<file path="config.mk">
export PLATFORM = sky130hd
export DESIGN_NAME = bba_scan_eval
export DESIGN_NICKNAME = d
export VERILOG_FILES = /design/src/bba_pkg.sv /design/src/bba_scan_eval.sv
export SDC_FILE = /design/constraint.sdc
export NUM_CORES = 1
export LEC_CHECK = 0
export BUFFER_PORTS_ARGS = -buffer_cell sky130_fd_sc_hd__buf_4
export CAP_MARGIN = 40
export CORE_ASPECT_RATIO = 0.75
export CORE_MARGIN = 4
export CORE_UTILIZATION = 52
export DETAILED_ROUTE_END_ITERATION = 8
export PLACE_DENSITY = 0.85
export SYNTH_ARGS = -nofsm -noshare
export SYNTH_HDL_FRONTEND = slang
export SYNTH_SLANG_ARGS = --single-unit
</file>
<file path="constraint.sdc">
create_clock -name vclk -period 4.3
set_input_delay 0.215 -clock vclk [all_inputs]
set_output_delay 0.215 -clock vclk [all_outputs]
set_load 0.02 [all_outputs]
</file>
<file path="src/bba_pkg.sv">
// Shared constants and types for the free-block bitmap allocator.
`default_nettype none

package bba_pkg;

	// Map word geometry: 32 map bits per memory word, MSB is the lowest block.
	localparam int WORD_BITS = 32;
	localparam int IDX_W     = 5;
	localparam logic [WORD_BITS-1:0] WORD_ONES = '1;
	localparam logic [WORD_BITS-1:0] WORD_TOP  = {1'b1, {(WORD_BITS-1){1'b0}}};

	// Block numbers and search limits (limit may reach 65536).
	localparam int BLK_W = 16;
	localparam int LIM_W = BLK_W + 1;

	// Defaults.
	localparam int MAP_BITS_DEF = 65536;
	localparam logic [BLK_W-1:0] TOTAL_RST = 16'd280;

	// Request codes.
	localparam logic [1:0] REQ_QUERY = 2'd0;
	localparam logic [1:0] REQ_ALLOC = 2'd1;
	localparam logic [1:0] REQ_FREE  = 2'd2;
	localparam logic [1:0] REQ_FIRST = 2'd3;

	// Result of evaluating one map word during a first-fit scan.
	typedef struct packed {
		logic             hit;
		logic [BLK_W-1:0] blk;
	} scan_hit_t;

endpackage

`default_nettype wire

</file>
<file path="src/bba_scan_eval.sv">
// First-fit evaluation of one map word against the search limit.
`default_nettype none

module bba_scan_eval
	import bba_pkg::*;
#(
	parameter int MAP_BITS = MAP_BITS_DEF
) (
	input  wire logic [WORD_BITS-1:0] word,
	input  wire logic [LIM_W-1:0]     base,
	input  wire logic [LIM_W-1:0]     limit,
	output scan_hit_t                 res
);

	localparam logic [LIM_W-1:0] MAP_LIM = LIM_W'(MAP_BITS);

	logic [LIM_W-1:0]     rem;
	logic [WORD_BITS-1:0] mask;
	logic [WORD_BITS-1:0] cand;
	logic                 any;
	logic [IDX_W-1:0]     lz;

	// Keep only blocks below the limit (and inside the map), then find the first one.
	always_comb begin
		rem  = limit - base;
		mask = (rem >= LIM_W'(WORD_BITS)) ? WORD_ONES : ~(WORD_ONES >> rem[IDX_W-1:0]);
		if (base >= MAP_LIM) begin
			mask = '0;
		end
		cand = word & mask;
		any  = 1'b0;
		lz   = '0;
		for (int i = 0; i < WORD_BITS; i++) begin
			if (!any && cand[WORD_BITS-1-i]) begin
				any = 1'b1;
				lz  = IDX_W'(i);
			end
		end
		res.hit = any;
		// base is word aligned, so the bit index fills the low bits
		res.blk = {base[BLK_W-1:IDX_W], lz};
	end

endmodule

`default_nettype wire
</file>
# After elaboration in Yosys (flattened, before gate mapping)
# Cells that the tools add are included.
# Widths: inputs -> output; s select.
# classes
muxes	65
n_addsub	1
magnitude_cmp	2
div_mod_pow	0
eq_ne	0
shift	1
bitwise	2
n_mul	0
reduce_logical	62
# op_table
op	n
$mux 5	30
$mux 32	2
$mux 1	33
$and 32x32->32	1
$not 32->32	1
$shr 32x5->32 const A	1
$logic_and 1x1->1	31
$logic_not 1->1	31
$ge 17x17->1 const B	1
$ge 17x6->1 const B	1
$sub 17x17->17	1
# totals
inputBits	66
output_inout_bits	17
latchBits	0
memories	0
elab_cells	133
rom_bits	0
mem_bits_rw	0
reg_bits	0

# Logic depth before layout (Yosys ltp)
# Gate-level depths: netlist of the first run.
# logic_depth
depth_word	100
mapped_depth	17
ltp_nobuf	15

# Worst setup path before layout of the first run
# No wires, ideal clock.
# synth_timing
path_kind	input-to-output
startpoint	input limit[0]
endpoint	output res[1] (netlist name)
required_time_ps	4085
slack_ps	-48
path_buffers	0
arrival_ps	4133
path_stages	15
cell_sequence	inv_1 ha_1 fa_1 nand2b_1 a21o_2 a311o_1 and3_1 a211o_1 nor4_4 nand2_2 or4_4 a211oi_2 a21o_2 nand2_2 o311ai_1
# synth_rtl
element	line	text
start: declaration	bba_scan_eval.sv:11	input wire logic [LIM_W-1:0] limit,
end: declaration	bba_scan_eval.sv:12	output scan_hit_t res

==> metrics.csv, run 1 <==
metric,value,unit
post_synth_and_or_nand_nor_area_fraction,0.285,
critical_path.most_common_cell,nand2_2,
worstPathMaxFanout,4,
num-clock-buffers,0,
fp-row-count,19,
antenna_violations_before_repair,0,
numSequentialCells,0,
gr-usage-all-layers,0.271,
vias_in_the_first_global_route,2378,
syn_area_per_cell,6.24,um^2
drt_first_iter_violations,295,
post-place-cells,461,
final_layout_size_suffix_gt1_frac,0.353,
maximum_number_of_pins_on_one_net_before_global_route_repair,23,
ios,83,
placement.cell_area,2780,um^2
yosysUniqueCellTypes,64,
run_status,finished clean,
grt_overflow_total,0,
worstMarginPinSlew,633,ps
max_cap_viol_count,0,
detailedRoute.firstPassIterationCount,6,
worst_ep_arrival_time,4080,ps
detailedPlacementHpwl,5710,um
p_leak,1.38,nW
synth.yosys.seq_area_share,0,
postRouteAntennaNets,0,
maxSlewHeadroom,0.577,
post_drt_wl_per_cell,15.6,um
drc,0,
min-delay-path-class,input port to output pin,
post-route-period-util,0.998,
fp.dieW,79.9,um
area_grow_syn2layout,47.8,%
path_buf_inv,3,
die_area,4950,um^2
ir_drop,0.0000839,V
critical_path.top_delay_family,compound AO/OA/AOI/OAI gates,
nNetsFinal,499,
timing.critical_path.to_type,output pin,
drt_wl_total,7270,um
critical_path_class,input port to output pin,
global_route_wire_length_before_repair,11000,um
finalSetupViolCount,0,
complex_gate_fraction_of_the_synthesized_area,0.434,
synth-adder-area-share,0.109,
max_clock_freq,233,MHz
syn-num-nets,406,
cts_hold_buf,0,
gp_congestion,0.945,
final_cell_mix,"111 x buf_4, 36 x nand2_1, 31 x inv_1",
final_period_minus_worst_setup_slack,4290,ps
worst_path_setup_slack_after_routing,9.12,ps
n_antenna_cell,0,
multi_input_area,1930,um^2
power-per-cell-area,145,nW/um^2
routed_via_density,6.10,
postSynthCellCount,323,
synthesis.area,2020,um^2
vertical_die_dimension,61.9,um
total_via_count_in_the_routed_design,2844,
required,4090,ps
timing_hold_violations_final,0,
numPortBuffers,83,
ff_latch_area,0,um^2
num-fill-cells,288,
fin_worst_hold_slack,638,ps
rsz0062_at_grt,yes,
finalNonFillerCells,466,
mux_cell_area_share_after_synthesis,0,
main_combinational_cell_family_by_area_after_synthesis,compound AO/OA/AOI/OAI gates,
synth-warning-count,0,
final_common_cell,buf_4,
maxSlewViolCount,0,
max_stage_delay,560,ps
standard_cell_core_area,3710,um^2
final_cell_area,2980,um^2
crit_path_cell_trace,buf_8 -> inv_4 -> ha_4 -> fa_2 -> nand2b_4 -> a21o_4 -> a311o_1 -> and3_1 -> a211o_1 -> nor4_4 -> nand2_2 -> or4_4 -> a211oi_4 -> a21o_2 -> nand2_2 -> o311ai_2 -> buf_4,
initial_utilization,0.544,
place_worst_setup_slack,-67.3,ps
synthXorXnorAreaFrac,0.0478,
critical-path-slowest-cell,or4_4,
totalPowerFinal,0.432,mW
start_kind,input port,
[timing repair]
item,CTS,global route
setup buffers,0,5
gates resized for setup,6,27
pin swaps,3,14
endpoints found under the setup margin,3,6
[power breakdown]
group | switching, mW | total (mW) | internal [mW] | leakage [nW]
clock | 0 | 0 | 0 | 0
sequential | 0 | 0 | 0 | 0
combinational | 0.249 | 0.432 | 0.183 | 1.38
[kinds of logic after synthesis]
kind of cell | after synthesis
AOI/OAI and AO/OA | 125
and+or+nand+nor | 116
xor gates and xnor gates | 11
buffers and inverters | 54
adders and majority gates | 17
[layer usage]
| layer | global-route usage | part of all wire | wire (um) | vias to the layer above |
|---|---|---|---|---|
| met1 | 0.431 | 0.44 | 3200 | 1269 |
| li1 | - | - | - | 1375 |
| met2 | 0.396 | 0.42 | 3060 | 188 |
| met4 | 0.0217 | 0.0087 | 63 | 0 |
| met5 | 0 | 0 | 0 | - |
| met3 | 0.0375 | 0.13 | 950 | 12 |
[final cells by class]
| class | instances | area share |
|---|---|---|
| multi-input cells | 269 | 0.649 |
| repair buffers | 113 | 0.288 |
| inverters | 32 | 0.0411 |
| well taps | 52 | 0.0218 |
[final timing paths]
| check | startpoint | to | slack [ps] | cells past startpoint |
|---|---|---|---|---|
| worst max-delay path | limit[0] | res[1] | 9 | 17 |
| worst min-delay path | base[11] | res[11] | 640 | 2 |
[synthesized netlist by cell type, drive strengths merged, types with 5 or more instances]
cell | instances | share of area
inv | 32 | 0.060
a211oi | 6 | 0.027
clkbuf | 8 | 0.015
a21o | 8 | 0.031
buf | 14 | 0.049
xor2 | 5 | 0.022
a21oi | 24 | 0.061
nor2 | 30 | 0.056
xnor2 | 6 | 0.026
nand3 | 15 | 0.037
o21ai | 25 | 0.062
and3 | 7 | 0.022
nand2b | 5 | 0.016
o211ai | 9 | 0.033
ha | 16 | 0.099
a31oi | 9 | 0.028
nand2 | 38 | 0.073
[metrics by stage]
step	setup TNS, ps	util
6_report	0	0.804
5_1_grt	-797	0.804
4_1_cts	0	0.757
3_5_place_dp	-127	0.749
3_3_place_gp	0	0.749
2_1_floorplan	0	-
No activity file was read; power rests on OpenSTA's default activity.
==> run 2: changes to the inputs <==
--- a/config.mk
+++ b/config.mk
@@ -9,9 +9,9 @@
 export CAP_MARGIN = 40
 export CORE_ASPECT_RATIO = 0.75
 export CORE_MARGIN = 4
-export CORE_UTILIZATION = 52
+export CORE_UTILIZATION = 45
 export DETAILED_ROUTE_END_ITERATION = 8
-export PLACE_DENSITY = 0.85
+export PLACE_DENSITY = 0.76
 export SYNTH_ARGS = -nofsm -noshare
 export SYNTH_HDL_FRONTEND = slang
 export SYNTH_SLANG_ARGS = --single-unit
==> metrics.csv, run 2 (synthesis gave the netlist of run 1 again) <==
metric,value,unit,change
run_status,finished clean,,unchanged
power-per-cell-area,149,nW/um^2,was 145 nW/um^2
worst_ep_arrival_time,4060,ps,was 4080 ps
maxSlewViolCount,0,,unchanged
p_sw,0.262,mW,was 0.249 mW
required,4090,ps,about the same
total_via_count_in_the_routed_design,2929,,"was 2,844"
global_route_wire_length_before_repair,11500,um,"was 11,000 um"
worstMarginPinSlew,574,ps,was 633 ps
standard_cell_core_area,4180,um^2,was 3710 um^2
gr-usage-all-layers,0.246,,was 0.271
totalPowerFinal,0.460,mW,was 0.432 mW
worst_hold_path.num_cells,2,,unchanged
area_grow_syn2layout,53.0,%,was 47.8%
ff_latch_area,0,um^2,unchanged
p_int,0.199,mW,was 0.183 mW
post-route-period-util,0.993,,was 0.998
final_common_cell,buf_4,,unchanged
post_drt_wl_per_cell,16.8,um,was 15.6 um
n_antenna_cell,0,,unchanged
final_cell_mix,"116 x buf_4, 36 x nand2_1, 31 x inv_1",,"was 111 x buf_4, 36 x nand2_1, 31 x inv_1"
maxSlewHeadroom,0.616,,was 0.577
pwr-share-clk,0,,about the same
timing_hold_violations_final,0,,unchanged
nNetsFinal,509,,was 499
share_seq_of_total_power,0,,about the same
critical_path.top_delay_family,compound AO/OA/AOI/OAI gates,,unchanged
num-clock-buffers,0,,unchanged
drt_first_iter_violations,290,,was 295
min-delay-path-class,input port to output pin,,unchanged
path_buf_inv,5,,was 3
ios,83,,unchanged
vertical_die_dimension,66.0,um,was 61.9 um
cts_hold_buf,0,,unchanged
routed_via_density,6.11,,was 6.10
final_layout_size_suffix_gt1_frac,0.375,,was 0.353
pwr-share-comb,1.000,,about the same
numPortBuffers,83,,unchanged
critical-path-slowest-cell,or3b_1,,was or4_4
finalNonFillerCells,479,,was 466
max_clock_freq,234,MHz,was 233 MHz
vias_in_the_first_global_route,2430,,"was 2,378"
worstPathMaxFanout,6,,was 4
swShare,0.568,,was 0.576
crit_path_cell_trace,buf_6 -> inv_4 -> ha_4 -> fa_2 -> nand2b_4 -> a21o_4 -> a311o_1 -> and3_1 -> a211o_1 -> nor4_4 -> buf_6 -> a31oi_1 -> or3b_1 -> a221oi_2 -> buf_4 -> o21ba_1 -> o211ai_1 -> o311ai_2 -> buf_4,,was buf_8 -> inv_4 -> ha_4 -> fa_2 -> nand2b_4 -> a21o_4 -> a311o_1 -> and3_1 -> a211o_1 -> nor4_4 -> nand2_2 -> or4_4 -> a211oi_4 -> a21o_2 -> nand2_2 -> o311ai_2 -> buf_4
post-place-cells,468,,was 461
max_cap_viol_count,0,,unchanged
final_period_minus_worst_setup_slack,4270,ps,was 4290 ps
gp_congestion,0.992,,was 0.945
maximum_number_of_pins_on_one_net_before_global_route_repair,23,,unchanged
detailedRoute.firstPassIterationCount,5,,was 6
start_kind,input port,,unchanged
die_area,5630,um^2,was 4950 um^2
timing.critical_path.to_type,output pin,,unchanged
max_stage_delay,410,ps,was 560 ps
placement.cell_area,2810,um^2,was 2780 um^2
initial_utilization,0.483,,was 0.544
ir_drop,0.0000788,V,was 0.0000839 V
p_leak,1.47,nW,was 1.38 nW
postRouteAntennaNets,0,,unchanged
critical_path_class,input port to output pin,,unchanged
finalSetupViolCount,0,,unchanged
cp_num_cells,19,,was 17
final_cell_area,3090,um^2,was 2980 um^2
drc,0,,unchanged
numSequentialCells,0,,unchanged
detailedPlacementHpwl,6110,um,was 5710 um
antenna_violations_before_repair,0,,unchanged
grt_overflow_total,0,,unchanged
rsz0062_at_grt,yes,,unchanged
fp.dieW,85.3,um,was 79.9 um
final_util,0.739,,was 0.804
drt_wl_total,8060,um,was 7270 um
fp-row-count,20,,was 19
[run 2: cell types whose count changed in the layout (fill, tap and decap cells not counted), moves of 2 or more]
cell	delta
buf_4	+5
a31oi_4	-3
o21ai_1	-2
a211oi_2	+2
a31oi_1	+3
a211oi_1	-2
buf_6	+5
[run 2: cell type report]
class,instances,area (um^2)
Fill cell,348,1090
Inverter,32,123
Timing Repair Buffer,122,938
Tap cell,55,68.8
Multi-Input combinational cell,270,1960
[run 2: metrics by stage]
stage	setup slack (ps)	setup TNS, ps	hold slack [ps]
5_1_grt	-131	-383	646
4_1_cts	23.2	0	639
3_3_place_gp	-36.0	-36.0	638
6_report	28.2	0	638
2_1_floorplan	105	0	543
3_5_place_dp	-146	-164	639
[run 2: worst paths after layout]
path / from / to / slack (ps)
worst max-delay path: limit[0] / res[1] / 30
worst min-delay path: base[7] / res[7] / 640
[run 2: power by group through the flow]
stage | logic [mW] | clock network (mW) | registers, mW
CTS | 0.405 | 0 | 0
global route | 0.493 | 0 | 0
finish | 0.460 | 0 | 0
detailed placement | 0.400 | 0 | 0
floorplan | 0.250 | 0 | 0
global placement | 0.398 | 0 | 0
[run 2: timing repair]
| action | in CTS | in global routing |
|---|---|---|
| endpoints found under the setup margin | 2 | 6 |
| pin swaps | 3 | 27 |
| setup buffers | 0 | 10 |
| cloned | 0 | 1 |
| gates resized for setup | 4 | 39 |
[run 2: routing by layer]
metal / track usage / part of all wire
met5: 0 / 0
met4: 0.0119 / 0.0070
met3: 0.0174 / 0.13
met2: 0.356 / 0.41
met1: 0.402 / 0.45
==> run 3: changes to the inputs <==
--- a/config.mk
+++ b/config.mk
@@ -5,13 +5,14 @@
 export SDC_FILE = /design/constraint.sdc
 export NUM_CORES = 1
 export LEC_CHECK = 0
+export ABC_AREA = 1
 export BUFFER_PORTS_ARGS = -buffer_cell sky130_fd_sc_hd__buf_4
 export CAP_MARGIN = 40
 export CORE_ASPECT_RATIO = 0.75
 export CORE_MARGIN = 4
 export CORE_UTILIZATION = 45
 export DETAILED_ROUTE_END_ITERATION = 8
-export PLACE_DENSITY = 0.76
+export PLACE_DENSITY = 0.75
 export SYNTH_ARGS = -nofsm -noshare
 export SYNTH_HDL_FRONTEND = slang
 export SYNTH_SLANG_ARGS = --single-unit
==> constraint.sdc (replaced) <==
create_clock -name vclk -period 3.8
set_input_delay 0.19 -clock vclk [all_inputs]
set_output_delay 0.19 -clock vclk [all_outputs]
set_load 0.02 [all_outputs]
==> metrics.csv, run 3 <==
metric,value,unit,change
rsz0062_at_grt,yes,,unchanged
run_status,finished with violations,,was finished clean
synth-warning-count,0,,unchanged
worst_path_setup_slack_after_routing,-514,ps,was 28.2 ps
ir_drop,0.0000971,V,was 0.0000788 V
cp_num_cells,35,,was 19
required,3610,ps,was 4090 ps
start_kind,input port,,unchanged
ff_latch_area,0,um^2,unchanged
drt_wl_total,8920,um,was 8060 um
area_grow_syn2layout,55.5,%,was 53.0%
num-fill-cells,465,,was 348
drt_first_iter_violations,334,,was 290
path_buf_inv,6,,was 5
numSequentialCells,0,,unchanged
global_route_wire_length_before_repair,14500,um,"was 11,500 um"
netlist_top_cells_count,"121 x nand2_1, 107 x inv_1, 40 x nor2_1",,"was 36 x nand2_1, 32 x inv_1, 30 x nor2_1"
final_util,0.726,,was 0.739
routed_via_density,5.14,,was 6.11
timing.critical_path.to_type,output pin,,unchanged
fp-row-count,23,,was 20
p_leak,2.29,nW,was 1.47 nW
maxSlewViolCount,0,,unchanged
max_stage_delay,230,ps,was 410 ps
die_area,6860,um^2,was 5630 um^2
violations,setup timing,,
detailedRoute.firstPassIterationCount,6,,was 5
nNetsFinal,700,,was 509
vias_in_the_first_global_route,3221,,"was 2,430"
gr-usage-all-layers,0.256,,was 0.246
yosysUniqueCellTypes,45,,was 64
place_worst_setup_slack,-588,ps,was -146 ps
gp_congestion,0.954,,was 0.992
worstMarginPinSlew,668,ps,was 574 ps
syn_area_per_cell,5.32,um^2,was 6.24 um^2
worst_ep_arrival_time,4120,ps,was 4060 ps
drc,0,,unchanged
syn-num-nets,555,,was 406
total_via_count_in_the_routed_design,3550,,"was 2,929"
grt_overflow_total,0,,unchanged
critical_path.most_common_cell,nand2_1,,
ios,83,,unchanged
antenna_violations_before_repair,0,,unchanged
initial_utilization,0.467,,was 0.483
final_layout_size_suffix_gt1_frac,0.397,,was 0.375
maximum_number_of_pins_on_one_net_before_global_route_repair,26,,was 23
min-delay-path-class,input port to output pin,,unchanged
critical-path-slowest-cell,ha_4,,was or3b_1
timing.hold.worst_endpoint,res[13],,was res[7]
yosys.area.top_type_share,0.181,,was 0.0993
final_common_cell,buf_4,,unchanged
finalSetupViolCount,6,,was 0
numPortBuffers,83,,unchanged
vertical_die_dimension,72.7,um,was 66.0 um
critical_path_class,input port to output pin,,unchanged
critical_path.top_delay_family,simple AND/OR/NAND/NOR gates,,was compound AO/OA/AOI/OAI gates
standard_cell_core_area,5380,um^2,was 4180 um^2
worst_hold_path.num_cells,2,,unchanged
post_drt_wl_per_cell,12.9,um,was 16.8 um
timing_hold_violations_final,0,,unchanged
post-synth-top-count-cell,nand2_1,,unchanged
detailedPlacementHpwl,7080,um,was 6110 um
maxSlewHeadroom,0.549,,was 0.616
max_clock_freq,232,MHz,
hp-start,base[13],,was base[7]
postSynthCellCount,472,,was 323
worstPathMaxFanout,6,,unchanged
post-route-period-util,1.14,,
n_antenna_cell,0,,unchanged
power-per-cell-area,156,nW/um^2,was 149 nW/um^2
synth_area_leaders,"nand2_1 18%, inv_1 16%, ha_1 8.0%",,"was ha_1 9.9%, nand2_1 6.7%, inv_1 6.0%"
final_period_minus_worst_setup_slack,4310,ps,
final_cell_mix,"155 x buf_4, 110 x nand2_1, 104 x inv_1",,"was 116 x buf_4, 36 x nand2_1, 31 x inv_1"
fp.dieW,94.3,um,was 85.3 um
synthesis.area,2510,um^2,was 2020 um^2
num-clock-buffers,0,,unchanged
netlist.top_cell.by_area,nand2_1,,was ha_1
postRouteAntennaNets,0,,unchanged
synth.yosys.seq_area_share,0,,unchanged
max_cap_viol_count,0,,unchanged
run 3: cell types whose count changed in the layout (fill, tap and decap cells not counted), sizes merged, moves of 8 or more:
cell / previous run / this run
buf: 122 / 160
a21oi: 24 / 12
nand2: 38 / 130
o211ai: 9 / 17
nand4: 1 / 25
a21o: 8 / 0
nor2: 30 / 53
inv: 32 / 119
nand3: 15 / 40
o21ai: 25 / 9
run 3: area by class of cell:
| type | instances | area (um^2) | area share |
|---|---|---|---|
| inverter | 121 | 462 | 0.118 |
| timing repair buffer | 160 | 1220 | 0.313 |
| tap | 75 | 93.8 | 0.0240 |
| multi-input combinational | 334 | 2130 | 0.545 |
run 3: kinds of logic after synthesis:
logic type / share of synthesized area
AND/OR/NAND/NOR: 0.502
buffers and inverters: 0.236
AO/OA/AOI/OAI: 0.164
adder cells (fa/ha/maj): 0.0876
XOR/XNOR: 0.0105
run 3: metrics by stage:
step           std cells  hold slack, ps  power [mW]  TNS, ps  area (um^2)
2_1_floorplan        472             493       0.317     -125         2570
4_1_cts              688             590       0.588    -2380         3880
3_3_place_gp         678             587       0.539    -2540         3630
5_1_grt              690             592       0.666    -5170         3910
6_report             690             588       0.610    -2930         3910
3_5_place_dp         678             590       0.550    -3370         3630
run 3: worst max path at each step:
stage,slack [ps],startpoint,end
6_report,-510,base[5],res[3]
5_1_grt,-880,base[7],res[4]
4_1_cts,-430,limit[0],res[0]
3_5_place_dp,-590,limit[0],res[1]
3_3_place_gp,-430,limit[0],res[1]
2_1_floorplan,-30,limit[0],res[16]
run 3: metal layers:
| layer | GRT usage | vias to the layer above | share of wire |
|---|---|---|---|
| li1 | - | 1800 | - |
| met1 | 0.377 | 1570 | 0.45 |
| met2 | 0.424 | 170 | 0.44 |
| met3 | 0.0237 | 10 | 0.099 |
| met4 | 0.0144 | 0 | 0.0077 |
| met5 | 0 | - | 0 |
run 3: power breakdown:
| part | switching [mW] | leakage (nW) | internal, mW |
|---|---|---|---|
| clock network | 0 | 0 | 0 |
| registers | 0 | 0 | 0 |
| logic | 0.333 | 2.29 | 0.277 |
run 3: repair_timing:
action | in CTS | in global routing
cloned | 0 | 0
buffers inserted | 10 | 2
endpoints found under the setup margin | 6 | 6
hold buffers | 0 | 0
pin swaps | 9 | 2
resized for setup | 32 | 4
